$ cat config.mk
export PLATFORM = sky130hd
export DESIGN_NAME = ffaa_rem_unit
export DESIGN_NICKNAME = d
export VERILOG_FILES = /design/src/sv/ffaa_pkg.sv /design/src/sv/ffaa_rem_unit.sv
export SDC_FILE = /design/constraint.sdc
export NUM_CORES = 1
export LEC_CHECK = 0
export BUFFER_PORTS_ARGS = -buffer_cell sky130_fd_sc_hd__clkbuf_2
export CAP_MARGIN = 40
export CORE_ASPECT_RATIO = 0.7
export CORE_MARGIN = 2
export CORE_UTILIZATION = 48
export DETAILED_ROUTE_END_ITERATION = 6
export GPL_TIMING_DRIVEN = 0
export HOLD_SLACK_MARGIN = 0.15
export PLACE_DENSITY = 0.82
export SYNTH_ARGS = -nofsm -noshare
export SYNTH_HDL_FRONTEND = slang
export SYNTH_SLANG_ARGS = --single-unit
$ cat constraint.sdc
create_clock -name clk -period 3.6 [get_ports clk]
set_input_delay 0.36 -clock clk [delete_from_list [all_inputs] [get_ports clk]]
set_output_delay 0.36 -clock clk [all_outputs]
set_load 0.05 [all_outputs]
$ cat src/sv/ffaa_pkg.sv
// Package for the first-fit aligned allocator: widths, status codes, opcodes,
// reset capacity and remainder unit interface types. No dependencies.
package ffaa_pkg;
  localparam int MaxExtents = 64;
  localparam int IdxBits    = $clog2(MaxExtents);
  localparam int CntBits    = IdxBits + 1;
  localparam int OfsBits    = 32;
  localparam int AlignBits  = 17;

  localparam logic [1:0] ST_OK    = 2'd0;
  localparam logic [1:0] ST_NOFIT = 2'd1;
  localparam logic [1:0] ST_FULL  = 2'd2;
  localparam logic [1:0] ST_ZALGN = 2'd3;

  localparam logic OP_ALLOC = 1'b0;
  localparam logic OP_FREE  = 1'b1;

  localparam logic [31:0] CapReset = 32'd65536;

  typedef struct packed {
    logic                 start;
    logic [OfsBits-1:0]   dividend;
    logic [AlignBits-1:0] divisor;
  } div_req_t;

  typedef struct packed {
    logic                 busy;
    logic                 done;
    logic [AlignBits-1:0] rem;
  } div_rsp_t;
endpackage

$ cat src/sv/ffaa_rem_unit.sv
// Restoring remainder unit, one quotient bit per cycle.
// Depends on ffaa_pkg.
module ffaa_rem_unit (
  input  logic              clk,
  input  logic              rst,
  input  ffaa_pkg::div_req_t req,
  output ffaa_pkg::div_rsp_t rsp
);
  import ffaa_pkg::*;

  logic [OfsBits-1:0]       dvd;
  logic [AlignBits-1:0]     dvs;
  logic [AlignBits:0]       rem;
  logic [$clog2(OfsBits):0] cnt;
  logic                     busy;
  logic                     done;
  logic [AlignBits+1:0]     trial;

  assign trial = {rem, dvd[OfsBits-1]};

  always_ff @(posedge clk) begin
    if (rst) begin
      busy <= 1'b0;
      done <= 1'b0;
    end else begin
      done <= 1'b0;
      if (req.start) begin
        busy <= 1'b1;
        dvd  <= req.dividend;
        dvs  <= req.divisor;
        rem  <= '0;
        cnt  <= '0;
      end else if (busy) begin
        // shift in one dividend bit, subtract when it fits
        if (trial >= {2'b0, dvs}) begin
          rem <= (AlignBits+1)'(trial - {2'b0, dvs});
        end else begin
          rem <= trial[AlignBits:0];
        end
        dvd <= {dvd[OfsBits-2:0], 1'b0};
        cnt <= cnt + 1'b1;
        if (cnt == ($clog2(OfsBits)+1)'(OfsBits - 1)) begin
          busy <= 1'b0;
          done <= 1'b1;
        end
      end
    end
  end

  assign rsp.busy = busy;
  assign rsp.done = done;
  assign rsp.rem  = rem[AlignBits-1:0];
endmodule

==> reports/qor.yml <==
yosys:
  syn-num-nets: 397
  yosys.area.top_type: "edfxtp_1"
  number_of_standard_cells_after_synthesis: 326
  yosysMostFrequentCell: "edfxtp_1"
  syn_avg_cell_area_sq_um: 12.7
  synth_top_cell_area_share_pct: 52.9
  post_synth_most_frequent_cells: "edfxtp_1 (73), mux2_2 (31), nor2_1 (26)"
  synth_warnings: 0
  postSynth.asyncResetShare_pct: 0
  ys_seq_elements: 75
  ys_dominant_reg_cell: "edfxtp_1"
  synth.cell_area_sq_um: 4140
  synthTopCellsByArea: "edfxtp_1 (53%), mux2_2 (8.4%), ha_1 (5.4%), buf_4 (3.4%), mux2i_1 (2.7%)"
  count_of_flip_flops_with_a_built_in_enable_after_synthesis: 73
  synth_seq_area_share_pct: 53.9
  synthDistinctLibCells: 48
clock_network:
  cts_hold_buffers: 0
  post-cts-setup-buffer-count: 0
  clk_root_buffer_cell: "clkbuf_16"
  postCtsResizedCells: 0
  max-clock-path-buffers: 2
  h-tree-depth: 3
  cts.sinks: 75
  clk_latency_ps: 340
  worst_setup_hold_path_clk_slew_ps: 60
  clock_tree_from_tritoncts: "yes"
  cts_made_buffers: 9
timing:
  hold_violations: 0
  setup-tns-final_ps: 0
  unrepaired_setup_endpoints_after_global_routing: "false"
  finalCriticalPeriod_ps: 2740
  final-max-slew-violation-count: 0
  finalCritPeriodShare_pct: 76.1
  normalized_max_slew_margin_pct: 46.6
  maxClockFrequency_mhz: 365
  setup_violation_total_in_the_final_timing_report: 0
  finClkSkew_ps: 6.76
  tightestPinTransition_ps: 799
die:
  die_width_um: 115
  floorplan.initialDensity_pct: 49.2
  placementRows: 28
  die-height_um: 81.7
  die_area_sq_um: 9400
  coreArea_sq_um: 8410
  io_pins: 71
setup_path:
  critPathMaxStageDelay_ps: 430
  crit_start: "rem[9]"
  crit_chain: "ha_1, nand2_1, a211oi_2, o21ai_1, and2_4, o221ai_4, buf_12, mux2i_1, nor2_1"
  critical_path.max_fanout: 10
  reg2reg_to: "rem[10]"
  slowest_stage: "edfxtp_1"
  crit_path_start_kind: "flop"
  cp.required_ps: 3680
  cp-endpoint: "rem[10]"
  ff2ff_path_depth: 9
  worst-endpoint-arrival_ps: 2820
  worstSetupPathType: "reg -> reg"
  setup.reg_to_reg.worst_slack_ps: 860
  r2r_start: "rem[9]"
  critical_path.endpoint_type: "flop"
layout:
  number_of_diodes: 0
  drive_gt1_share_pct: 38.5
  fin_area_sq_um: 4940
  final_core_utilization_pct: 58.8
  finalNetCount: 479
  flow.area_growth_from_synthesis_pct: 19.4
grt:
  grt_start_max_net_pins: 32
  number_of_antenna_violations_at_the_first_check_in_global_routing: 0
  grt_use_total_pct: 19.0
  wire_length_of_the_first_global_routing_pass_mm: 13.2
  grt_overflow: 0
  first_global_vias: 2687
pwr:
  power-per-cell-area_nw_per_um2: 515
  ir_drop_mv: 0.268
  total_leakage_power_nw: 2.09
  post-layout-total-power_mw: 2.54
routing:
  routed_wirelength_mm: 8.12
  initialDrtViolationCount: 97
  routedWlPerCell_um: 15.7
  routed-via-count: 2690
  drc: 0
  remaining_antenna_violation_count: 0
  detailedRoute.firstPassIterationCount: 5
  route.detailed.vias_per_inst: 5.19
run:
  max_cap_viol_count: 0
placed_design:
  cell_area_placed_sq_um: 4660
  post-dp-hpwl_mm: 5.90
  port-buffer-count: 69
  gpl.final_weighted_congestion: 0.784
status:
  run_status: "complete, no violations"
worst_hold_path:
  holdCritPathClass: "in -> reg"
==> worst max-delay path: cells and delay by family (launching register included) <==
family,cells,cell delay [ps]
AO/OA/AOI/OAI,3,740
adder cells (fa/ha/maj),1,400
buffers and inverters,1,220
AND/OR/NAND/NOR,3,450
flip-flops,1,430
multiplexers,1,250
==> worst min path at each step <==
stage          cells after the start  startpoint  slack, ps  endpoint
2_1_floorplan                      1         rst        430      busy
3_3_place_gp                       1        busy        490      done
3_5_place_dp                       1        busy        490      done
4_1_cts                            1     req[10]        180   dvs[10]
5_1_grt                            1      req[0]        180    dvs[0]
6_report                           1     req[10]        190   dvs[10]
==> state kept, by name (all words and copies together) (netlist names) <==
| signal | count |
|---|---|
| dvd | 32 |
| rem | 18 |
| dvs | 17 |
| busy | 1 |
| done | 1 |
| cnt | 6 |
==> routing by layer <==
metal	GRT usage, %	part of all wire, %	wire length [um]	vias to the layer above
met5	0	0	0	-
met4	5.30	1.3	103	0
met3	6.49	4.4	355	8
met2	30.0	47	3780	44
met1	25.1	48	3880	1312
li1	-	-	-	1326
==> area by class of cell <==
class / count / area [sq um]
buffer: 29 / 199
clock buffer: 12 / 256
clock inverter: 4 / 25.0
fill: 702 / 3460
inverter: 23 / 86.3
multi-input combinational: 199 / 1630
sequential: 75 / 2230
tap: 105 / 131
timing repair buffer: 71 / 380
==> cell usage in the layout, fill, tap and decap left out, types with 3 or more instances in the layout <==
master,n
o21ai_1,3
nand2b_1,6
ha_1,18
nand2_1,11
mux2i_1,11
nor2_2,3
xnor2_1,10
a211oi_1,4
mux2_2,31
a21o_1,5
nor2_1,24
a21oi_1,18
xor2_1,8
and2_1,3
buf_4,19
clkbuf_1,8
nand3_1,4
clkbuf_2,69
edfxtp_1,73
o21ai_0,4
clkbuf_16,9
a211oi_2,3
inv_1,23
==> cells by family after synthesis <==
| group | Yosys count | share of synthesized area (%) |
|---|---|---|
| AOI/OAI and AO/OA | 52 | 8.95 |
| xor gates and xnor gates | 18 | 3.81 |
| adders and majority gates | 19 | 5.92 |
| muxes | 42 | 11.1 |
| buffers and inverters | 52 | 6.89 |
| DFF | 75 | 53.9 |
| and+or+nand+nor | 68 | 9.43 |
==> power breakdown <==
group          leakage (nW)  total [mW]  internal (mW)  switching (mW)
sequential            0.716        1.08           1.05          0.0348
clock                 0.135       0.851          0.502           0.350
combinational          1.24       0.610          0.257           0.354
==> metrics by stage <==
step	cells	worst slack (ps)	hold slack [ps]
floorplan	326	801	433
global placement	500	13.1	490
detailed placement	502	867	488
CTS	518	856	184
global route	518	674	184
finish	518	860	192
Note: power is estimated with default switching activity, not from simulation.
